**config.mk**
```make
export PLATFORM = sky130hd
export DESIGN_NAME = link_connect_retry_manager_top
export DESIGN_NICKNAME = d
export VERILOG_FILES = /design/src/lcrm_pkg.sv /design/src/lcrm_front.sv /design/src/lcrm_cmd_queue.sv /design/src/lcrm_back.sv /design/src/link_connect_retry_manager_top.sv
export SDC_FILE = /design/constraint.sdc
export NUM_CORES = 1
export LEC_CHECK = 0
export ABC_CLOCK_PERIOD_IN_PS = 3300
export BUFFER_PORTS_ARGS = -buffer_cell sky130_fd_sc_hd__buf_4
export CAP_MARGIN = 25
export CORE_UTILIZATION = 40
export CTS_CLUSTER_DIAMETER = 40
export DETAILED_ROUTE_END_ITERATION = 8
export SLEW_MARGIN = 20
export SYNTH_ARGS = -nofsm -noshare
export SYNTH_HDL_FRONTEND = slang
export SYNTH_SLANG_ARGS = --single-unit
```
**constraint.sdc**
```tcl
create_clock -name clk_i -period 3.3 [get_ports clk_i]
set_clock_uncertainty 0.05 [all_clocks]
set_input_delay 0.495 -clock clk_i [delete_from_list [all_inputs] [get_ports clk_i]]
set_output_delay 0.495 -clock clk_i [all_outputs]
set_load 0.01 [all_outputs]
```
**src/lcrm_pkg.sv**
```systemverilog
// Shared types, codes and helpers of the link connect/retry manager.
// Used by the front, command queue, back, top level and checker; no dependencies.
`default_nettype none

package lcrm_pkg;

  localparam logic [2:0] OP_SEND         = 3'd0;
  localparam logic [2:0] OP_CONNECT_DONE = 3'd1;
  localparam logic [2:0] OP_WRITE_DONE   = 3'd2;
  localparam logic [2:0] OP_TICK         = 3'd3;
  localparam logic [2:0] OP_STOP         = 3'd4;

  localparam logic [1:0] STATUS_OK       = 2'd0;
  localparam logic [1:0] STATUS_FAILED   = 2'd1;
  localparam logic [1:0] STATUS_CANCELED = 2'd2;

  localparam logic [1:0] ACT_WRITE   = 2'd0;
  localparam logic [1:0] ACT_DONE    = 2'd1;
  localparam logic [1:0] ACT_CONNECT = 2'd2;
  localparam logic [1:0] ACT_CLOSE   = 2'd3;

  localparam logic [1:0] DS_OK       = 2'd0;
  localparam logic [1:0] DS_IO       = 2'd1;
  localparam logic [1:0] DS_CANCELED = 2'd2;
  localparam logic [1:0] DS_CONNFAIL = 2'd3;

  localparam logic [2:0] LINK_IDLE       = 3'd0;
  localparam logic [2:0] LINK_CONNECTING = 3'd1;
  localparam logic [2:0] LINK_CONNECTED  = 3'd2;
  localparam logic [2:0] LINK_DELAY      = 3'd3;
  localparam logic [2:0] LINK_CLOSING    = 3'd4;
  localparam logic [2:0] LINK_CLOSED     = 3'd5;

  localparam int unsigned CFG_INDEX_W = 2;
  localparam logic [CFG_INDEX_W-1:0] REG_RETRY_DELAY = 2'd0;
  localparam logic [CFG_INDEX_W-1:0] REG_WARN_AFTER  = 2'd1;

  localparam logic [31:0] RETRY_DELAY_RESET = 32'd1000;
  localparam logic [15:0] WARN_AFTER_RESET  = 16'd10;

  localparam int unsigned CMD_QUEUE_DEPTH = 2;

  typedef enum logic [3:0] {
    CMD_NONE,
    CMD_SEND,
    CMD_CONN_OK,
    CMD_CONN_FAIL,
    CMD_WR_OK,
    CMD_WR_FAIL,
    CMD_WR_CANCEL,
    CMD_TICK,
    CMD_STOP
  } cmd_kind_e;

  typedef struct packed {
    cmd_kind_e  kind;
    logic [7:0] tag;
  } cmd_t;

  typedef struct packed {
    logic [1:0] action;
    logic [7:0] tag;
    logic [1:0] done_status;
    logic       warn;
  } result_t;

  function automatic result_t make_result(input logic [1:0] action, input logic [7:0] tag,
                                          input logic [1:0] done_status, input logic warn);
    result_t r;
    r.action      = action;
    r.tag         = tag;
    r.done_status = done_status;
    r.warn        = warn;
    return r;
  endfunction

endpackage

`default_nettype wire

```
**src/lcrm_front.sv**
```systemverilog
// Front end: registers each event with a known opcode, classified into a command.
// Depends on lcrm_pkg; feeds lcrm_cmd_queue.
`default_nettype none

module lcrm_front import lcrm_pkg::*; (
  input  wire logic       clk_i,
  input  wire logic       rst_ni,
  input  wire logic       in_valid_i,
  output logic            in_stall_o,
  input  wire logic [2:0] in_opcode_i,
  input  wire logic [7:0] in_request_tag_i,
  input  wire logic [1:0] in_status_i,
  output logic            q_push_o,
  output cmd_t            q_cmd_o,
  input  wire logic       q_full_i
);

  cmd_kind_e kind;
  logic      accept;
  logic      cmd_v_q, cmd_v_d;
  cmd_t      cmd_q, cmd_d;

  always_comb begin
    case (in_opcode_i)
      OP_SEND: kind = CMD_SEND;
      OP_CONNECT_DONE: kind = (in_status_i == STATUS_OK) ? CMD_CONN_OK : CMD_CONN_FAIL;
      OP_WRITE_DONE: begin
        if (in_status_i == STATUS_OK) begin
          kind = CMD_WR_OK;
        end else if (in_status_i == STATUS_CANCELED) begin
          kind = CMD_WR_CANCEL;
        end else begin
          kind = CMD_WR_FAIL;
        end
      end
      OP_TICK: kind = CMD_TICK;
      OP_STOP: kind = CMD_STOP;
      default: kind = CMD_NONE;
    endcase
  end

  assign in_stall_o = cmd_v_q && q_full_i;
  assign accept     = in_valid_i && !in_stall_o;
  assign q_push_o   = cmd_v_q && !q_full_i;
  assign q_cmd_o    = cmd_q;

  always_comb begin
    cmd_v_d = (cmd_v_q && q_full_i) || (accept && (kind != CMD_NONE));
    cmd_d   = cmd_q;
    if (accept) begin
      cmd_d.kind = kind;
      cmd_d.tag  = in_request_tag_i;
    end
  end

  always_ff @(posedge clk_i or negedge rst_ni) begin
    if (!rst_ni) begin
      cmd_v_q <= 1'b0;
      cmd_q   <= '0;
    end else begin
      cmd_v_q <= cmd_v_d;
      cmd_q   <= cmd_d;
    end
  end

endmodule

`default_nettype wire

```
**src/lcrm_cmd_queue.sv**
```systemverilog
// Short command queue between the front end and the back end.
// Depends on lcrm_pkg for the command type and depth.
`default_nettype none

module lcrm_cmd_queue import lcrm_pkg::*; (
  input  wire logic clk_i,
  input  wire logic rst_ni,
  input  wire logic push_i,
  input  cmd_t      push_cmd_i,
  output logic      full_o,
  input  wire logic pop_i,
  output logic      empty_o,
  output cmd_t      head_cmd_o
);

  localparam int unsigned PW = (CMD_QUEUE_DEPTH > 1) ? $clog2(CMD_QUEUE_DEPTH) : 1;
  localparam int unsigned CW = $clog2(CMD_QUEUE_DEPTH + 1);

  cmd_t            mem_q [CMD_QUEUE_DEPTH];
  logic [PW-1:0]   wr_ptr_q, wr_ptr_d;
  logic [PW-1:0]   rd_ptr_q, rd_ptr_d;
  logic [CW-1:0]   count_q, count_d;
  logic            do_push, do_pop;

  function automatic logic [PW-1:0] ptr_next(input logic [PW-1:0] p);
    logic [PW-1:0] n;
    if (p == PW'(CMD_QUEUE_DEPTH - 1)) begin
      n = '0;
    end else begin
      n = p + 1'b1;
    end
    return n;
  endfunction

  assign full_o     = (count_q == CW'(CMD_QUEUE_DEPTH));
  assign empty_o    = (count_q == '0);
  assign head_cmd_o = mem_q[rd_ptr_q];
  assign do_push    = push_i && !full_o;
  assign do_pop     = pop_i && !empty_o;

  always_comb begin
    wr_ptr_d = do_push ? ptr_next(wr_ptr_q) : wr_ptr_q;
    rd_ptr_d = do_pop ? ptr_next(rd_ptr_q) : rd_ptr_q;
    count_d  = count_q;
    if (do_push && !do_pop) begin
      count_d = count_q + 1'b1;
    end else if (do_pop && !do_push) begin
      count_d = count_q - 1'b1;
    end
  end

  always_ff @(posedge clk_i or negedge rst_ni) begin
    if (!rst_ni) begin
      wr_ptr_q <= '0;
      rd_ptr_q <= '0;
      count_q  <= '0;
    end else begin
      wr_ptr_q <= wr_ptr_d;
      rd_ptr_q <= rd_ptr_d;
      count_q  <= count_d;
    end
  end

  always_ff @(posedge clk_i) begin
    if (do_push) begin
      mem_q[wr_ptr_q] <= push_cmd_i;
    end
  end

endmodule

`default_nettype wire

```
**src/lcrm_back.sv**
```systemverilog
// Back end: owns link state, pending tag FIFO, counters and configuration, plans each
// command and emits its results one per cycle while not stalled. Depends on lcrm_pkg.
`default_nettype none

module lcrm_back import lcrm_pkg::*; #(
  parameter int unsigned QUEUE_DEPTH = 4
) (
  input  wire logic                   clk_i,
  input  wire logic                   rst_ni,
  input  wire logic                   cfg_we_i,
  input  wire logic [CFG_INDEX_W-1:0] cfg_index_i,
  input  wire logic [31:0]            cfg_data_i,
  input  wire logic                   q_empty_i,
  input  cmd_t                        q_cmd_i,
  output logic                        q_pop_o,
  output logic                        out_valid_o,
  input  wire logic                   out_stall_i,
  output result_t                     out_result_o,
  output logic [2:0]                  out_link_state_o,
  output logic                        out_last_o
);

  localparam int unsigned QIW = (QUEUE_DEPTH > 1) ? $clog2(QUEUE_DEPTH) : 1;
  localparam int unsigned QCW = $clog2(QUEUE_DEPTH + 1);
  localparam int unsigned QSW = QCW + 1;

  typedef enum logic {B_IDLE, B_RUN} back_state_e;

  back_state_e    state_q, state_d;
  logic [2:0]     link_q, link_d;
  logic [15:0]    attempt_q, attempt_d;
  logic [31:0]    delay_q, delay_d;
  logic [QIW-1:0] head_q, head_d;
  logic [QCW-1:0] count_q, count_d;
  logic [31:0]    retry_delay_q, retry_delay_d;
  logic [15:0]    warn_after_q, warn_after_d;

  logic           pre0_v_q, pre0_v_d, pre1_v_q, pre1_v_d, post_v_q, post_v_d;
  logic           drain_v_q, drain_v_d;
  result_t        pre0_q, pre0_d, pre1_q, pre1_d, post_q, post_d;
  logic [1:0]     drain_act_q, drain_act_d, drain_ds_q, drain_ds_d;

  logic           out_v_q, out_v_d, out_last_q, out_last_d;
  result_t        out_res_q, out_res_d;
  logic [2:0]     out_link_q, out_link_d;

  logic [7:0]     tags_q [QUEUE_DEPTH];
  logic           tag_we;
  logic [QIW-1:0] tag_waddr;
  logic [QSW-1:0] push_sum;
  logic [QIW-1:0] push_idx;
  logic           queue_full;
  logic [7:0]     head_tag;
  logic [15:0]    attempt_inc;
  logic           delay_expired;
  logic           warn_hit;

  function automatic logic [QIW-1:0] index_next(input logic [QIW-1:0] idx);
    logic [QIW-1:0] n;
    if (idx == QIW'(QUEUE_DEPTH - 1)) begin
      n = '0;
    end else begin
      n = idx + 1'b1;
    end
    return n;
  endfunction

  always_comb begin
    push_sum = QSW'(head_q) + QSW'(count_q);
    if (push_sum >= QSW'(QUEUE_DEPTH)) begin
      push_sum = push_sum - QSW'(QUEUE_DEPTH);
    end
    push_idx = push_sum[QIW-1:0];
  end

  assign queue_full    = (count_q == QCW'(QUEUE_DEPTH));
  assign head_tag      = tags_q[head_q];
  assign attempt_inc   = (attempt_q == 16'hFFFF) ? attempt_q : attempt_q + 16'd1;
  assign delay_expired = (delay_q[31:1] == '0);
  assign warn_hit      = (attempt_q >= warn_after_q);

  always_comb begin
    state_d       = state_q;
    link_d        = link_q;
    attempt_d     = attempt_q;
    delay_d       = delay_q;
    head_d        = head_q;
    count_d       = count_q;
    retry_delay_d = retry_delay_q;
    warn_after_d  = warn_after_q;
    pre0_v_d      = pre0_v_q;
    pre1_v_d      = pre1_v_q;
    post_v_d      = post_v_q;
    drain_v_d     = drain_v_q;
    pre0_d        = pre0_q;
    pre1_d        = pre1_q;
    post_d        = post_q;
    drain_act_d   = drain_act_q;
    drain_ds_d    = drain_ds_q;
    out_v_d       = out_v_q && out_stall_i;
    out_res_d     = out_res_q;
    out_link_d    = out_link_q;
    out_last_d    = out_last_q;
    q_pop_o       = 1'b0;
    tag_we        = 1'b0;
    tag_waddr     = push_idx;

    if (cfg_we_i) begin
      case (cfg_index_i)
        REG_RETRY_DELAY: retry_delay_d = cfg_data_i;
        REG_WARN_AFTER: warn_after_d = cfg_data_i[15:0];
        default: ;
      endcase
    end

    case (state_q)
      B_IDLE: begin
        if (!q_empty_i) begin
          q_pop_o = 1'b1;
          case (q_cmd_i.kind)
            CMD_SEND: begin
              if (link_q == LINK_CONNECTED) begin
                pre0_v_d = 1'b1;
                pre0_d   = make_result(ACT_WRITE, q_cmd_i.tag, DS_OK, 1'b0);
              end else if (link_q == LINK_CLOSING || link_q == LINK_CLOSED) begin
                pre0_v_d = 1'b1;
                pre0_d   = make_result(ACT_DONE, q_cmd_i.tag, DS_CANCELED, 1'b0);
              end else begin
                if (link_q == LINK_IDLE) begin
                  link_d    = LINK_CONNECTING;
                  attempt_d = attempt_inc;
                  pre0_v_d  = 1'b1;
                  pre0_d    = make_result(ACT_CONNECT, 8'd0, DS_OK, 1'b0);
                end
                tag_we = 1'b1;
                if (queue_full) begin
                  if (link_q == LINK_IDLE) begin
                    pre1_v_d = 1'b1;
                    pre1_d   = make_result(ACT_DONE, head_tag, DS_CONNFAIL, 1'b0);
                  end else begin
                    pre0_v_d = 1'b1;
                    pre0_d   = make_result(ACT_DONE, head_tag, DS_CONNFAIL, 1'b0);
                  end
                  tag_waddr = head_q;
                  head_d    = index_next(head_q);
                end else begin
                  count_d = count_q + 1'b1;
                end
              end
            end
            CMD_CONN_OK, CMD_CONN_FAIL: begin
              if (link_q == LINK_CLOSING) begin
                link_d = LINK_CLOSED;
              end else if (link_q == LINK_CONNECTING) begin
                if (q_cmd_i.kind == CMD_CONN_OK) begin
                  link_d      = LINK_CONNECTED;
                  attempt_d   = '0;
                  drain_v_d   = (count_q != '0);
                  drain_act_d = ACT_WRITE;
                  drain_ds_d  = DS_OK;
                end else begin
                  link_d  = LINK_DELAY;
                  delay_d = retry_delay_q;
                end
              end
            end
            CMD_WR_OK: begin
              pre0_v_d = 1'b1;
              pre0_d   = make_result(ACT_DONE, q_cmd_i.tag, DS_OK, 1'b0);
            end
            CMD_WR_FAIL, CMD_WR_CANCEL: begin
              if (link_q == LINK_CONNECTED) begin
                link_d    = LINK_CONNECTING;
                attempt_d = attempt_inc;
                pre0_v_d  = 1'b1;
                pre0_d    = make_result(ACT_CLOSE, 8'd0, DS_OK, 1'b0);
                pre1_v_d  = 1'b1;
                pre1_d    = make_result(ACT_CONNECT, 8'd0, DS_OK, 1'b0);
                post_v_d  = 1'b1;
                post_d    = make_result(ACT_DONE, q_cmd_i.tag, DS_IO, 1'b0);
              end else begin
                pre0_v_d = 1'b1;
                pre0_d   = make_result(ACT_DONE, q_cmd_i.tag,
                                       (q_cmd_i.kind == CMD_WR_CANCEL) ? DS_CANCELED : DS_IO,
                                       1'b0);
              end
            end
            CMD_TICK: begin
              if (link_q == LINK_DELAY) begin
                if (delay_expired) begin
                  delay_d   = '0;
                  link_d    = LINK_CONNECTING;
                  attempt_d = attempt_inc;
                  pre0_v_d  = 1'b1;
                  pre0_d    = make_result(ACT_CONNECT, 8'd0, DS_OK, warn_hit);
                end else begin
                  delay_d = delay_q - 32'd1;
                end
              end
            end
            CMD_STOP: begin
              if (link_q == LINK_CONNECTING || link_q == LINK_DELAY ||
                  link_q == LINK_CONNECTED) begin
                drain_v_d   = (count_q != '0);
                drain_act_d = ACT_DONE;
                drain_ds_d  = DS_CANCELED;
                delay_d     = '0;
                if (link_q == LINK_CONNECTED) begin
                  post_v_d = 1'b1;
                  post_d   = make_result(ACT_CLOSE, 8'd0, DS_OK, 1'b0);
                  link_d   = LINK_CLOSED;
                end else if (link_q == LINK_DELAY) begin
                  link_d = LINK_CLOSED;
                end else begin
                  link_d = LINK_CLOSING;
                end
              end else if (link_q == LINK_IDLE) begin
                link_d = LINK_CLOSED;
              end
            end
            default: ;
          endcase
          if (pre0_v_d || drain_v_d || post_v_d) begin
            state_d = B_RUN;
          end
        end
      end
      B_RUN: begin
        if (!out_v_q || !out_stall_i) begin
          out_v_d    = 1'b1;
          out_link_d = link_q;
          if (pre0_v_q) begin
            out_res_d  = pre0_q;
            pre0_v_d   = 1'b0;
            out_last_d = !(pre1_v_q || drain_v_q || post_v_q);
          end else if (pre1_v_q) begin
            out_res_d  = pre1_q;
            pre1_v_d   = 1'b0;
            out_last_d = !(drain_v_q || post_v_q);
          end else if (drain_v_q) begin
            out_res_d  = make_result(drain_act_q, head_tag, drain_ds_q, 1'b0);
            head_d     = index_next(head_q);
            count_d    = count_q - 1'b1;
            drain_v_d  = (count_q != QCW'(1));
            out_last_d = !((count_q != QCW'(1)) || post_v_q);
          end else begin
            out_res_d  = post_q;
            post_v_d   = 1'b0;
            out_last_d = 1'b1;
          end
          if (out_last_d) begin
            state_d = B_IDLE;
          end
        end
      end
      default: state_d = B_IDLE;
    endcase
  end

  always_ff @(posedge clk_i or negedge rst_ni) begin
    if (!rst_ni) begin
      state_q       <= B_IDLE;
      link_q        <= LINK_IDLE;
      attempt_q     <= '0;
      delay_q       <= '0;
      head_q        <= '0;
      count_q       <= '0;
      retry_delay_q <= RETRY_DELAY_RESET;
      warn_after_q  <= WARN_AFTER_RESET;
      pre0_v_q      <= 1'b0;
      pre1_v_q      <= 1'b0;
      post_v_q      <= 1'b0;
      drain_v_q     <= 1'b0;
      pre0_q        <= '0;
      pre1_q        <= '0;
      post_q        <= '0;
      drain_act_q   <= '0;
      drain_ds_q    <= '0;
      out_v_q       <= 1'b0;
      out_res_q     <= '0;
      out_link_q    <= '0;
      out_last_q    <= 1'b0;
    end else begin
      state_q       <= state_d;
      link_q        <= link_d;
      attempt_q     <= attempt_d;
      delay_q       <= delay_d;
      head_q        <= head_d;
      count_q       <= count_d;
      retry_delay_q <= retry_delay_d;
      warn_after_q  <= warn_after_d;
      pre0_v_q      <= pre0_v_d;
      pre1_v_q      <= pre1_v_d;
      post_v_q      <= post_v_d;
      drain_v_q     <= drain_v_d;
      pre0_q        <= pre0_d;
      pre1_q        <= pre1_d;
      post_q        <= post_d;
      drain_act_q   <= drain_act_d;
      drain_ds_q    <= drain_ds_d;
      out_v_q       <= out_v_d;
      out_res_q     <= out_res_d;
      out_link_q    <= out_link_d;
      out_last_q    <= out_last_d;
    end
  end

  always_ff @(posedge clk_i) begin
    if (tag_we) begin
      tags_q[tag_waddr] <= q_cmd_i.tag;
    end
  end

  assign out_valid_o      = out_v_q;
  assign out_result_o     = out_res_q;
  assign out_link_state_o = out_link_q;
  assign out_last_o       = out_last_q;

endmodule

`default_nettype wire

```
**src/link_connect_retry_manager_top.sv**
```systemverilog
// An accepted item is registered in the front end and then written into the command queue,
// from which the back end takes it and plans its results; the results then leave through
// the output register one per cycle while the output is not stalled. The back end plans no
// new item until the current one's last result is in the output register; the front accepts
// one item per cycle until the two-entry command queue fills. Reset clears all control state
// at once: link idle, pending FIFO empty, retry_delay 1000, warn_after_attempts 10.
`default_nettype none

module link_connect_retry_manager_top import lcrm_pkg::*; #(
  parameter int unsigned QUEUE_DEPTH = 4
) (
  input  wire logic                   clk_i,
  input  wire logic                   rst_ni,
  input  wire logic                   cfg_valid_i,
  output logic                        cfg_ready_o,
  input  wire logic [CFG_INDEX_W-1:0] cfg_index_i,
  input  wire logic [31:0]            cfg_data_i,
  input  wire logic                   in_valid_i,
  output logic                        in_stall_o,
  input  wire logic [2:0]             in_opcode_i,
  input  wire logic [7:0]             in_request_tag_i,
  input  wire logic [1:0]             in_status_i,
  output logic                        out_valid_o,
  input  wire logic                   out_stall_i,
  output logic [1:0]                  out_action_o,
  output logic [7:0]                  out_tag_o,
  output logic [1:0]                  out_done_status_o,
  output logic                        out_warn_o,
  output logic [2:0]                  out_link_state_o,
  output logic                        out_last_o
);

  logic    q_push, q_full, q_pop, q_empty;
  cmd_t    q_push_cmd, q_head_cmd;
  result_t out_result;

  assign cfg_ready_o = 1'b1;

  lcrm_front u_front (
    .clk_i            (clk_i),
    .rst_ni           (rst_ni),
    .in_valid_i       (in_valid_i),
    .in_stall_o       (in_stall_o),
    .in_opcode_i      (in_opcode_i),
    .in_request_tag_i (in_request_tag_i),
    .in_status_i      (in_status_i),
    .q_push_o         (q_push),
    .q_cmd_o          (q_push_cmd),
    .q_full_i         (q_full)
  );

  lcrm_cmd_queue u_cmd_queue (
    .clk_i      (clk_i),
    .rst_ni     (rst_ni),
    .push_i     (q_push),
    .push_cmd_i (q_push_cmd),
    .full_o     (q_full),
    .pop_i      (q_pop),
    .empty_o    (q_empty),
    .head_cmd_o (q_head_cmd)
  );

  lcrm_back #(
    .QUEUE_DEPTH (QUEUE_DEPTH)
  ) u_back (
    .clk_i            (clk_i),
    .rst_ni           (rst_ni),
    .cfg_we_i         (cfg_valid_i && cfg_ready_o),
    .cfg_index_i      (cfg_index_i),
    .cfg_data_i       (cfg_data_i),
    .q_empty_i        (q_empty),
    .q_cmd_i          (q_head_cmd),
    .q_pop_o          (q_pop),
    .out_valid_o      (out_valid_o),
    .out_stall_i      (out_stall_i),
    .out_result_o     (out_result),
    .out_link_state_o (out_link_state_o),
    .out_last_o       (out_last_o)
  );

  assign out_action_o      = out_result.action;
  assign out_tag_o         = out_result.tag;
  assign out_done_status_o = out_result.done_status;
  assign out_warn_o        = out_result.warn;

endmodule

`default_nettype wire

```
Word level (Yosys, flattened, before mapping)
Memory sizes are Yosys's and may differ from the RTL's.
Index checks and enable logic that the tools add are counted.

cells by class
  $add $sub $neg = 11
  magnitude comparators = 2
  eq/ne operators = 56
  mux-type cells = 168
  bitwise gates (word level) = 2
  reduce and logical (&&, ||, !) cells = 65

operators by type and width
  kind                                                 count
  2-to-1 mux 13 bit                                    19
  2-to-1 mux 32 bit                                    6
  2-to-1 mux 16 bit                                    10
  case mux 32 bit (3 select lines)                     1
  2-to-1 mux 1 bit                                     66
  case mux 16 bit (4 select lines)                     1
  2-to-1 mux 3 bit                                     20
  2-to-1 mux 2 bit                                     26
  case mux 13 bit (2 select lines)                     2
  case mux 13 bit (4 select lines)                     1
  subtractor 32 x 1 -> 32 bit, second input constant   1
  zero test 31 bit                                     1
  != test 2 bit, second input constant                 14
  AND reduction 9 bit                                  3
  != test 2 x 1 -> 1 bit, second input constant        10
  case mux 4 bit (5 select lines)                      1
  adder 16 x 1 -> 16 bit, second input constant        1
  equality test 16 bit, second input constant          1
  equality test 4 x 3 -> 1 bit, second input constant  4
  greater-or-equal comparator 16 bit                   1
  case mux 1 bit (2 select lines)                      8
  AND reduction 8 bit                                  2
  case mux 3 bit (5 select lines)                      1
  equality test 3 x 2 -> 1 bit, second input constant  4
  other kinds (40)                                     100

storage, ports and cells
  register bits = 187
  bits in writable memories = 56
  output and inout port bits = 20
  memories kept = 2

memories
  memory             words  width  rd ports  clocked after memory_dff  write ports  RTL line              source
  u_back.tags_q      4      8      1         0                         1            lcrm_back.sv:47       logic [7:0] tags_q [QUEUE_DEPTH];
  u_cmd_queue.mem_q  2      12     1         0                         1            lcrm_cmd_queue.sv:19  cmd_t mem_q [CMD_QUEUE_DEPTH];

Longest topological paths before layout
Gate-level depths: netlist of run 1.

  depth in word-level cells = 14
  mapped depth = 11
  depth with buffers taken out = 9

Hierarchy
From an unflattened synthesis of run 1, not the netlist that was laid out.

second synthesis, totals
  cells, all modules = 1063
  area total of the unflattened synthesis = 11820.1 um^2

by module, submodules not included
  module                          times used  cells each  area an instance (um^2)  seq. area each (um^2)
  lcrm_back                       1           962         10134.7                  5024.8
  lcrm_cmd_queue                  1           56          1099.8                   820.8
  lcrm_front                      1           43          574.3                    325.3
  link_connect_retry_manager_top  1           2           11.3                     0.0

Worst setup path before layout of run 1
Ideal clock, no wire load.

  path kind = reg-to-reg
  start = memory u_cmd_queue.mem_q[0][10] in the netlist's numbering
  end = register u_back.state_q
  library setup time = 128 ps
  data arrival time = 2502 ps
  data required time = 3122 ps
  path slack = 619 ps
  stages on the path, launching flop included = 9
  buffers on the path = 1
  period minus slack after synthesis = 2681 ps
  cell sequence = edfxtp_1 or4b_1 and2_1 clkbuf_1 or3_1 a211oi_1 mux2_2 nor4_1 o21ai_0

on the way
  word-level cells in the longest chain between the ends = 13
  elaborated cells between the ends (all ways) = 29

RTL lines
  item                                 RTL line                            source
  start, declared                      lcrm_cmd_queue.sv:19
  memory (2 x 12 bit) (*)              n/a
  equality test 4 x 2 -> 1 bit         lcrm_back.sv:120, lcrm_back.sv:155
  2-to-1 mux 1 bit                     lcrm_back.sv:155                    if (q_cmd_i.kind == CMD_CONN_OK) begin
  2-to-1 mux 1 bit                     lcrm_back.sv:154                    end else if (link_q == LINK_CONNECTING) begin
  2-to-1 mux 1 bit                     lcrm_back.sv:152                    if (link_q == LINK_CLOSING) begin
  case mux 1 bit (2 select lines)      lcrm_back.sv:120                    case (q_cmd_i.kind)
  2-to-1 mux 1 bit                     lcrm_back.sv:118                    if (!q_empty_i) begin
  2-to-1 mux 1 bit                     lcrm_back.sv:116                    case (state_q)
  logical OR 1 bit                     lcrm_back.sv:223                    if (pre0_v_d || drain_v_d || post_v_d) begin
  logical OR 1 bit (*)                 lcrm_back.sv:223
  2-to-1 mux 1 bit (*)                 lcrm_back.sv:223
  2-to-1 mux 1 bit (*)                 lcrm_back.sv:118
  case mux 1 bit (2 select lines) (*)  lcrm_back.sv:116
  net u_back.state_d                   lcrm_back.sv:29                     back_state_e state_q, state_d;
  end signal, assigned                 lcrm_back.sv:284                    state_q <= state_d;
  end, declared                        lcrm_back.sv:29

Mark *: on every way through the listed nets, which the timed path passes. The rest lies on a longest branch. The select of a mux whose other input is x is not followed.
A chain may end at the register's enable or synchronous reset.

Worst setup path after layout of run 1
  start = register u_back.delay_q[22]
  end = register u_back.link_q[0]

on the way
  word-level cells in the longest chain between the ends = 3

RTL lines
  item                              RTL line          source
  start, declared                   lcrm_back.sv:32   logic [31:0] delay_q, delay_d;
  start signal, assigned            lcrm_back.sv:287  delay_q <= delay_d;
  zero test 31 bit                  lcrm_back.sv:79   assign delay_expired = (delay_q[31:1] == '0);
  != test 2 x 1 -> 1 bit (no line)  n/a
  AND reduction 11 bit (no line)    n/a
  end signal, assigned              lcrm_back.sv:285  link_q <= link_d;
  end, declared                     lcrm_back.sv:30   logic [2:0] link_q, link_d;

No other way between the ends.

==> results of run 1 <==
cells in the final DEF, fill, tap and decap left out, types with 5 or more instances in the layout:
cell type	count
inv_1	43
nand3b_1	5
a22oi_1	18
and2_1	5
buf_4	100
nor4_1	17
o31ai_1	10
clkbuf_16	37
nor3_1	22
clkinv_2	5
or2_2	5
and3_1	10
nand3_1	23
o21ai_0	126
nand2_1	111
a21o_1	7
ha_1	25
nor2_1	60
nand2b_1	14
inv_6	8
a22o_1	7
o2bb2ai_1	12
xnor2_1	11
a21oi_1	47
a32oi_1	7
a211oi_1	21
mux2_2	71
edfxtp_1	56
o22ai_1	5
nand4_1	5
nor3b_1	6
nor2b_1	10
dfrtp_1	171
dfstp_2	8
mux4_2	8
a31oi_1	5
critical path, stage by stage, from the launching register on:
cell and delay (ps):
dfrtp_1 440, or4_1 510, or4b_4 550, nor4_4 310, o211ai_4 160, a211oi_1 490, nand3_1 140, o21a_1 140
per-layer routing:
metal  wire (µm)  global-route usage (%)  vias to the layer above
met5           0                       0                        -
met4         452                    5.29                        0
met3        1220                    3.17                       37
met2       11000                    26.5                      201
met1       13000                    27.5                     4018
li1            -                       -                     4087
timing repair:
item	CTS	global route
hold buffers	1	0
gates resized for setup	0	0
endpoints found under the hold margin	55	0
worst max path at each step:
stage / start / endpoint / slack (ps) / cells after the start
final: u_back.delay_q[22] / u_back.link_q[0] / 380 / 7
after global routing: u_cmd_queue.rd_ptr_q / u_back.post_q[1] / 160 / 8
after CTS: u_back.delay_q[22] / u_back.attempt_q[6] / 410 / 7
after detailed placement: u_back.delay_q[22] / u_back.attempt_q[6] / 420 / 7
after global placement: u_back.delay_q[22] / u_back.attempt_q[5] / 450 / 7
after floorplan: u_cmd_queue.mem_q[0][10] / u_back.state_q / 620 / 8
power by group:
part / switching (µW) / total, µW / internal, µW
Clock: 1410 / 3680 / 2270
Combinational: 2060 / 3620 / 1560
Sequential: 718 / 4540 / 3830
logic make-up after synthesis:
family	Yosys count	share of synthesized area (%)
simple gates	316	13.8
compound gates	288	15.7
flops	235	54.2
buf+inv	95	3.26
mux	83	8.96
fa+ha+maj	26	2.84
xor+xnor	15	1.15
other cells	1	0.0330
area by class of cell:
| class | count | area, µm² | share of cell area, % |
|---|---|---|---|
| multi-input cells | 729 | 4850 | 35.6 |
| flip-flops and latches | 235 | 6170 | 45.3 |
| inverters | 43 | 161 | 1.18 |
| repair buffers | 103 | 792 | 5.81 |
| clock inverters | 21 | 194 | 1.42 |
| well taps | 378 | 473 | 3.47 |
| clock buffers | 45 | 996 | 7.30 |
state kept, by name, indices dropped and copies added (netlist names), 11 cells and up:
| signal | flops |
|---|---|
| u_back.attempt_q | 16 |
| u_back.delay_q | 32 |
| u_back.out_result_o | 13 |
| u_back.post_q | 11 |
| u_back.pre0_q | 13 |
| u_back.retry_delay_q | 32 |
| u_back.tags_q | 32 |
| u_back.warn_after_q | 16 |
| u_cmd_queue.mem_q | 24 |
| u_front.q_cmd_o | 12 |
stage by stage:
stage                     setup slack (ps)  utilization (%)  std cells  instance area, µm²
final                                  385             48.9       1554               13600
after floorplan                        619                -       1059               11400
after global routing                   161             48.9       1554               13600
after detailed placement               420             44.6       1487               12400
after CTS                              406             48.9       1554               13600
after global placement                 445             44.6       1487               12400
==> insert_results.sql, run 1 <==
INSERT INTO impl_metrics (metric_group, metric, value, unit) VALUES
('run_status', 'run_status', 'finished, final reports clean', ''),
('detailed_routing', 'detailroute.via_count', '8343', ''),
('worst_setup_path', 'endpoint_kind_of_the_worst_setup_timing_path', 'flip-flop', ''),
('clocking', 'postCtsSetupBuffers', '0', ''),
('final_layout', 'fillCellCount', '2552', ''),
('clocking', 'total_cts_buffers', '36', ''),
('clocking', 'clk_root_buffer_cell', 'clkbuf_16', ''),
('detailed_routing', 'routed_via_density', '5.37', ''),
('grt', 'grt_usage', '18.2', '%'),
('grt', 'grt_pass1_wl', '42.7', 'mm'),
('timing', 'maxSlewViolCount', '0', ''),
('clocking', 'cts_tree', 'done', ''),
('logic_synthesis', 'ys_warn_count', '0', ''),
('min_path', 'holdPathEnd', 'u_front.q_cmd_o[9]', ''),
('floorplanning', 'num_rows', '61', ''),
('worst_setup_path', 'worst_reg_to_reg_path_cell_count', '7', ''),
('logic_synthesis', 'post_synth_arst_share', '76.2', '%'),
('worst_setup_path', 'worst_setup_path_start_kind', 'flip-flop', ''),
('floorplanning', 'coreArea', '27900', 'µm²'),
('grt', 'grt_max_degree', '60', ''),
('logic_synthesis', 'yosysTopAreaCellShare', '37.6', '%'),
('grt', 'first_global_vias', '8073', ''),
('clocking', 'path_clk_slew', '60', 'ps'),
('floorplanning', 'dieHeight', '171', 'µm'),
('logic_synthesis', 'synth_cell_type_count', '68', ''),
('final_layout', 'drive_gt1_share', '22.8', '%'),
('worst_setup_path', 'crit_path_max_fanout', '8', ''),
('min_path', 'holdCritStartpoint', 'in_opcode_i[2]', ''),
('logic_synthesis', 'most_frequent_cell_after_synthesis', 'dfrtp_1', ''),
('logic_synthesis', 'synth_sequential_area_ratio', '54.2', '%'),
('worst_setup_path', 'setup.worst_path.class', 'flip-flop to flip-flop', ''),
('worst_setup_path', 'worst_ep_arrival_time', '3260', 'ps'),
('detailed_routing', 'firstDrtPassIters', '5', ''),
('final_layout', 'antenna_cells', '0', ''),
('timing', 'setup-tns-final', '0', 'ps'),
('power', 'total_leakage_power', '0.00573', 'µW'),
('timing', 'max_slew_headroom', '41.3', '%'),
('clocking', 'clock_path_buffers', '3', ''),
('final_layout', 'num-nets-final', '1225', ''),
('clocking', 'number_of_sinks_driven_by_the_clock_tree', '235', ''),
('timing', 'final.period_utilization', '88.3', '%'),
('detailed_routing', 'first_iter_violations', '652', ''),
('detailed_routing', 'remaining_drc_errors', '0', ''),
('logic_synthesis', 'syn-mean-instance-area', '10.7', 'µm²'),
('timing', 'finalHoldWorstSlack', '149', 'ps'),
('min_path', 'hold_critical_path_depth', '2', ''),
('worst_setup_path', 'worst_ep_required_time', '3650', 'ps'),
('worst_setup_path', 'r2r_start', 'u_back.delay_q[22]', ''),
('logic_synthesis', 'ys.flop_type', 'dfrtp_1', ''),
('logic_synthesis', 'syn_area', '11400', 'µm²'),
('worst_setup_path', 'reg2reg_to', 'u_back.link_q[0]', ''),
('power', 'post-layout-total-power', '11800', 'µW'),
('grt', 'grt_total_ovfl', '0', ''),
('min_path', 'min_path_type', 'primary input to flip-flop', ''),
('logic_synthesis', 'post_synth_inst_count', '1059', ''),
('logic_synthesis', 'post-synth-top-area-cell', 'dfrtp_1', ''),
('power', 'ir_worst_vdd', '0.358', 'mV'),
('grt', 'antenna_found_initial', '0', ''),
('worst_setup_path', 'r2r_slack', '380', 'ps'),
('run', 'maxCapViolations', '0', ''),
('timing', 'timing.fmax', '0.343', 'GHz'),
('detailed_routing', 'drt_wl_total', '25.7', 'mm'),
('final_layout', 'area_growth', '19.8', '%'),
('floorplanning', 'floorplan.initialDensity', '40.8', '%'),
('clocking', 'worst_skew_pair.late_latency', '510', 'ps'),
('floorplanning', 'top_level_ports', '72', ''),
('logic_synthesis', 'synth.net_count', '1136', ''),
('placed_design', 'dp_wirelength', '18.0', 'mm'),
('logic_synthesis', 'synth-edff-count', '56', ''),
('detailed_routing', 'antenna_violating_nets_post_route', '0', ''),
('logic_synthesis', 'flops_latches_synth', '235', '');
No activity file was read; power rests on OpenSTA's default activity.
==> inputs of run 2 (changes only) <==
--- a/config.mk
+++ b/config.mk
@@ -5,7 +5,7 @@
 export SDC_FILE = /design/constraint.sdc
 export NUM_CORES = 1
 export LEC_CHECK = 0
-export ABC_CLOCK_PERIOD_IN_PS = 3300
+export ABC_CLOCK_PERIOD_IN_PS = 3380
 export BUFFER_PORTS_ARGS = -buffer_cell sky130_fd_sc_hd__buf_4
 export CAP_MARGIN = 25
 export CORE_UTILIZATION = 40
==> constraint.sdc (replaced) <==
create_clock -name clk_i -period 3.38 [get_ports clk_i]
set_clock_uncertainty 0.05 [all_clocks]
set_input_delay 0.507 -clock clk_i [delete_from_list [all_inputs] [get_ports clk_i]]
set_output_delay 0.507 -clock clk_i [all_outputs]
set_load 0.01 [all_outputs]
==> run 2 against run 1 <==
  * Fmax down 0.83%
  * Wire length up 0.70%
  * Design area up 0.97%
  * First-iteration DRC count down 0.77%
  * Die area unchanged
  * Total power up 0.53%
  * Sequential share of layout area down 0.44 points
  * Worst setup slack better by 56 ps
  * Utilization up 0.48 points
  * Critical endpoint is now u_back.attempt_q[5]
==> insert_results.sql, run 2 (synthesis gave the netlist of run 1 again) <==
INSERT INTO impl_metrics (metric_group, metric, value, unit) VALUES
('clocking', 'clk_root_buffer_cell', 'clkbuf_16', ''),
('worst_setup_path', 'r2r_slack', '440', 'ps'),
('timing', 'setup-tns-final', '0', 'ps'),
('grt', 'grt_total_ovfl', '0', ''),
('timing', 'finalHoldWorstSlack', '159', 'ps'),
('detailed_routing', 'remaining_drc_errors', '0', ''),
('clocking', 'path_clk_slew', '50', 'ps'),
('power', 'powerDensity', '865', 'nW/µm²'),
('run', 'maxCapViolations', '0', ''),
('clocking', 'clock_path_buffers', '3', ''),
('clocking', 'htree_num_levels', '2', ''),
('worst_setup_path', 'worst_setup_path_start_kind', 'flip-flop', ''),
('floorplanning', 'floorplan.die.width', '171', 'µm'),
('placed_design', 'place.port_buffers', '70', ''),
('worst_setup_path', 'crit_path_max_fanout', '10', ''),
('timing', 'post-route-worst-setup-slack', '440', 'ps'),
('grt', 'grt_pass1_wl', '43.4', 'mm'),
('detailed_routing', 'detail_route.wl_per_cell', '16.6', 'µm'),
('detailed_routing', 'first_iter_violations', '647', ''),
('detailed_routing', 'antenna_violating_nets_post_route', '0', ''),
('final_layout', 'area_growth', '21.0', '%'),
('floorplanning', 'num_rows', '61', ''),
('floorplanning', 'floorplan.initialDensity', '40.8', '%'),
('final_layout', 'num-nets-final', '1228', ''),
('grt', 'first_global_vias', '8180', ''),
('power', 'total_leakage_power', '0.00578', 'µW'),
('placed_design', 'place_worst_setup_slack', '503', 'ps'),
('detailed_routing', 'routed_via_density', '5.36', ''),
('worst_setup_path', 'endpoint_kind_of_the_worst_setup_timing_path', 'flip-flop', ''),
('worst_setup_path', 'crit_slowest_cell', 'or4b_4', ''),
('clocking', 'total_cts_buffers', '39', ''),
('final_layout', 'drive_gt1_share', '23.1', '%'),
('placed_design', 'numPlacedInstances', '1486', ''),
('floorplanning', 'die-area', '29100', 'µm²'),
('clocking', 'cts_tree', 'done', ''),
('detailed_routing', 'drt_wl_total', '25.9', 'mm'),
('power', 'netSwitchingPower', '4120', 'µW'),
('power', 'power_report.internal_total', '7790', 'µW'),
('min_path', 'min_path_type', 'primary input to flip-flop', ''),
('grt', 'grt_max_degree', '67', ''),
('power', 'power.sequential.fraction', '37.2', '%'),
('clocking', 'number_of_sinks_driven_by_the_clock_tree', '235', ''),
('power', 'share_comb_of_total_power', '29.9', '%'),
('timing', 'max_slew_headroom', '29.7', '%'),
('floorplanning', 'coreArea', '27900', 'µm²'),
('grt', 'grt_usage', '18.6', '%'),
('worst_setup_path', 'cp_top_family', 'simple AND/OR/NAND/NOR gates', ''),
('worst_setup_path', 'crit_path_max_incr_delay', '560', 'ps'),
('run_status', 'run_status', 'finished, final reports clean', ''),
('timing', 'final_number_of_hold_violating_endpoints', '0', ''),
('final_layout', 'final_util', '49.4', '%'),
('final_layout', 'layout.cells.most_common_list', 'dfrtp_1, o21ai_0, nand2_1, buf_4, mux2_2', ''),
('floorplanning', 'top_level_ports', '72', ''),
('grt', 'antenna_found_initial', '0', ''),
('worst_setup_path', 'worst_ep_arrival_time', '3260', 'ps'),
('clocking', 'postCtsSetupBuffers', '0', ''),
('final_layout', 'final_common_cell', 'dfrtp_1', ''),
('final_layout', 'biggest_registers_after_layout', 'u_back.delay_q x32, u_back.retry_delay_q x32, u_back.tags_q x32', ''),
('timing', 'maxSlewViolCount', '0', ''),
('placed_design', 'place_congestion', '0.821', ''),
('timing', 'timing.fmax', '0.340', 'GHz'),
('worst_setup_path', 'worst_ep_required_time', '3700', 'ps'),
('detailed_routing', 'detailroute.via_count', '8346', ''),
('timing', 'pin_slew_with_the_least_headroom_to_its_limit', '1050', 'ps'),
('timing', 'period_minus_slack', '2940', 'ps'),
('worst_setup_path', 'setup.worst_path.class', 'flip-flop to flip-flop', ''),
('worst_setup_path', 'worstPathCellList', 'or4_1 -> or4b_4 -> nor4_4 -> o211a_1 -> nand3_1 -> o21ai_0 -> o41ai_1', ''),
('power', 'share_clk_of_total_power', '32.9', '%'),
('floorplanning', 'dieHeight', '171', 'µm'),
('timing', 'finalSetupViolations', '0', ''),
('clocking', 'worst_skew_pair.late_latency', '510', 'ps'),
('detailed_routing', 'firstDrtPassIters', '5', ''),
('final_layout', 'final_instance_count_excl_fillers', '1558', ''),
('final_layout', 'antenna_cells', '0', ''),
('timing', 'rsz0062_at_grt', 'no', ''),
('power', 'power.switching_fraction', '34.6', '%'),
('power', 'ir_worst_vdd', '0.441', 'mV'),
('timing', 'final.period_utilization', '87.0', '%'),
('placed_design', 'dp_wirelength', '17.7', 'mm'),
('worst_setup_path', 'buffer_and_inverter_count_on_the_worst_path', '0', '');
run 2: repair_timing:
action / 4_1_cts / 5_1_grt
gates resized for setup: 0 / 0
hold endpoints to repair: 32 / 0
hold buffers: 1 / 0
endpoints found under the setup margin: 0 / 0
run 2: area by class of cell:
| cell class | instances | area [µm²] |
|---|---|---|
| multi-input cells | 729 | 4840 |
| clock inverters | 24 | 238 |
| clock buffers | 46 | 1070 |
| flip-flops and latches | 235 | 6170 |
| well taps | 378 | 473 |
| fillers | 2560 | 14100 |
| inverters | 43 | 161 |
| repair buffers | 103 | 805 |
run 2: power groups by stage:
stage                     logic (µW)  clock network, µW  registers, µW
after floorplan                 2640                  0           4190
after global placement          3490                  0           4450
after detailed placement        3550                  0           4460
after CTS                       3580               4000           4420
after global routing            4010               4120           4550
final                           3560               3920           4430
run 2: per-stage QoR:
step	cell area (µm²)	total power [µW]
global placement	12400	7940
floorplan	11400	6830
finish	13800	11900
detailed placement	12400	8020
CTS	13800	12000
global route	13800	12700
run 2: worst paths after layout:
path,from,endpoint,cells past startpoint
min reg2reg,u_front.q_cmd_o[11],u_cmd_queue.mem_q[1][11],0
min,in_valid_i,u_front.cmd_v_q,3
min in group asynchronous,rst_ni,u_front.q_cmd_o[1],2
max,u_back.delay_q[24],u_back.attempt_q[5],7
max reg2reg,u_back.delay_q[24],u_back.attempt_q[5],7
max in group asynchronous,rst_ni,u_back.retry_delay_q[23],3
run 2: metal layers:
metal | track usage (%) | vias to the layer above | share of wire, %
li1 | - | 4069 | -
met1 | 27.6 | 4052 | 50
met2 | 27.8 | 181 | 43
met3 | 2.68 | 44 | 4.3
met4 | 5.60 | 0 | 2.1
met5 | 0 | - | 0
run 2: worst min-delay path: stages:
cell and delay [ps]:
buf_4 80, nand2_1 40, nand2_1 50
==> inputs of run 3 (changes only) <==
--- a/config.mk
+++ b/config.mk
@@ -11,6 +11,7 @@
 export CORE_UTILIZATION = 40
 export CTS_CLUSTER_DIAMETER = 40
 export DETAILED_ROUTE_END_ITERATION = 8
+export PLACE_DENSITY_LB_ADDON = 0.05
 export SLEW_MARGIN = 20
 export SYNTH_ARGS = -nofsm -noshare
 export SYNTH_HDL_FRONTEND = slang
==> run 3 against run 2 <==
  * Critical path depth stayed put
  * Via count rose by 0.17%
  * Combinational power is 2% higher
  * Sequential share of layout area decreased by 0.14 points
  * Final cell count up 0.19%
  * Worst setup slack got worse by 22 ps
  * Wire length is 4.4% higher
  * Global-route usage rose by 0.81 points
  * Total power increased by 1.6%
  * Hold slack got worse by 7.7 ps
  * Utilization grew 0.15 points
  * Fmax fell by 0.75%
  * Largest cell class unchanged
==> insert_results.sql, run 3 (synthesis gave the netlist of run 1 again) <==
INSERT INTO impl_metrics (metric_group, metric, value, unit) VALUES
('clocking', 'cts_tree', 'done', ''),
('grt', 'grt_pass1_wl', '44.5', 'mm'),
('final_layout', 'antenna_cells', '0', ''),
('clocking', 'worst_skew_pair.late_latency', '510', 'ps'),
('final_layout', 'layout.cells.most_common_list', 'dfrtp_1, o21ai_0, nand2_1, buf_4, mux2_2', ''),
('detailed_routing', 'antenna_violating_nets_post_route', '0', ''),
('power', 'ir_worst_vdd', '0.336', 'mV'),
('timing', 'maxSlewViolCount', '0', ''),
('power', 'powerDensity', '876', 'nW/µm²'),
('floorplanning', 'die-area', '29100', 'µm²'),
('floorplanning', 'floorplan.die.width', '171', 'µm'),
('worst_setup_path', 'endpoint_kind_of_the_worst_setup_timing_path', 'flip-flop', ''),
('floorplanning', 'floorplan.initialDensity', '40.8', '%'),
('run_status', 'run_status', 'finished, final reports clean', ''),
('detailed_routing', 'detailroute.via_count', '8360', ''),
('worst_setup_path', 'setup.worst_path.class', 'flip-flop to flip-flop', ''),
('final_layout', 'drive_gt1_share', '22.5', '%'),
('timing', 'final.period_utilization', '87.6', '%'),
('grt', 'grt_total_ovfl', '0', ''),
('power', 'post-layout-total-power', '12100', 'µW'),
('min_path', 'min_path_type', 'primary input to flip-flop', ''),
('run', 'maxCapViolations', '0', ''),
('clocking', 'clk_root_buffer_cell', 'clkbuf_16', ''),
('timing', 'rsz0062_at_grt', 'no', ''),
('timing', 'max_slew_headroom', '29.5', '%'),
('timing', 'period_minus_slack', '2960', 'ps'),
('placed_design', 'postPlaceCellArea', '12500', 'µm²'),
('final_layout', 'num-nets-final', '1230', ''),
('detailed_routing', 'detail_route.wl_per_cell', '17.3', 'µm'),
('clocking', 'postCtsSetupBuffers', '0', ''),
('final_layout', 'final_common_cell', 'dfrtp_1', ''),
('placed_design', 'place_congestion', '0.813', ''),
('worst_setup_path', 'crit_path_max_fanout', '10', ''),
('clocking', 'clock_path_buffers', '3', ''),
('timing', 'finalSetupViolations', '0', ''),
('grt', 'first_global_vias', '7932', ''),
('floorplanning', 'top_level_ports', '72', ''),
('grt', 'grt_usage', '19.4', '%'),
('timing', 'setup-tns-final', '0', 'ps'),
('final_layout', 'fillCellCount', '2581', ''),
('worst_setup_path', 'worst_ep_required_time', '3720', 'ps'),
('clocking', 'number_of_sinks_driven_by_the_clock_tree', '235', ''),
('final_layout', 'post-route-cell-area', '13800', 'µm²'),
('timing', 'finalHoldWorstSlack', '151', 'ps'),
('final_layout', 'area_growth', '21.4', '%'),
('floorplanning', 'coreArea', '27900', 'µm²'),
('detailed_routing', 'first_iter_violations', '587', ''),
('timing', 'timing.fmax', '0.338', 'GHz'),
('timing', 'pin_slew_with_the_least_headroom_to_its_limit', '1060', 'ps'),
('worst_setup_path', 'worst_ep_arrival_time', '3300', 'ps'),
('detailed_routing', 'drt_wl_total', '27.0', 'mm'),
('power', 'total_leakage_power', '0.00580', 'µW'),
('worst_setup_path', 'worst_setup_path_start_kind', 'flip-flop', ''),
('detailed_routing', 'routed_via_density', '5.36', ''),
('grt', 'grt_max_degree', '66', ''),
('detailed_routing', 'remaining_drc_errors', '0', ''),
('final_layout', 'biggest_registers_after_layout', 'u_back.delay_q x32, u_back.retry_delay_q x32, u_back.tags_q x32', ''),
('clocking', 'total_cts_buffers', '38', ''),
('grt', 'antenna_found_initial', '0', ''),
('clocking', 'htree_num_levels', '2', ''),
('placed_design', 'dp_wirelength', '18.7', 'mm'),
('floorplanning', 'num_rows', '61', ''),
('floorplanning', 'dieHeight', '171', 'µm'),
('timing', 'final_number_of_hold_violating_endpoints', '0', ''),
('detailed_routing', 'firstDrtPassIters', '7', ''),
('clocking', 'path_clk_slew', '50', 'ps'),
('placed_design', 'place.port_buffers', '70', '');
==> run 3: worst max-delay path, cell delays in order, from the launching register on <==
cell and delay [ps]:
dfrtp_1 410, or4_1 550, or4b_4 550, nor4_4 330, o211a_1 270, nand3_1 310
o21ai_0 260, o31ai_1 100
==> run 3: metal layers <==
layer	vias to the layer above	GRT usage (%)	routed length [µm]
met5	-	0	0
met4	0	4.66	434
met3	41	3.15	1150
met2	180	26.5	11000
met1	4056	31.2	14400
li1	4083	-	-
==> run 3: power breakdown <==
part | leakage, µW | switching (µW) | internal (µW) | total (µW)
registers | 0.00274 | 716 | 3740 | 4450
clock network | 0.000630 | 1370 | 2640 | 4010
logic | 0.00242 | 2060 | 1570 | 3630
total | 0.00580 | 4150 | 7950 | 12100
==> run 3: per-stage QoR <==
step | std cells | util [%] | setup slack (ps)
after floorplan | 1059 | - | 699
after global placement | 1489 | 44.7 | 478
after detailed placement | 1490 | 44.8 | 436
after CTS | 1561 | 49.6 | 433
after global routing | 1561 | 49.6 | 215
final | 1561 | 49.6 | 418
==> run 3: path summary, 6_finish.rpt <==
kind | start | end | slack (ps) | depth (start not counted)
min in group asynchronous | rst_ni | u_back.pre1_q[3] | 510 | 2
min reg2reg | u_front.q_cmd_o[6] | u_cmd_queue.mem_q[0][6] | 410 | 0
min | in_opcode_i[2] | u_front.q_cmd_o[8] | 150 | 2
max in group asynchronous | rst_ni | u_back.warn_after_q[1] | 1980 | 3
max | u_back.delay_q[24] | u_back.attempt_q[3] | 420 | 7
max reg2reg | u_back.delay_q[24] | u_back.attempt_q[3] | 420 | 7
==> run 3: layout make-up <==
class | instances | area (µm²) | area share (%)
clock buffers | 46 | 991 | 7.18
clock inverters | 24 | 335 | 2.43
inverters | 43 | 161 | 1.17
multi-input cells | 729 | 4840 | 35.1
flip-flops and latches | 235 | 6170 | 44.7
well taps | 378 | 473 | 3.42
repair buffers | 106 | 833 | 6.03
==> run 3: repair_timing <==
item | CTS | global route
endpoints found under the setup margin | 0 | 0
resized for setup | 0 | 0
endpoints found under the hold margin | 57 | 0
hold buffers | 1 | 0
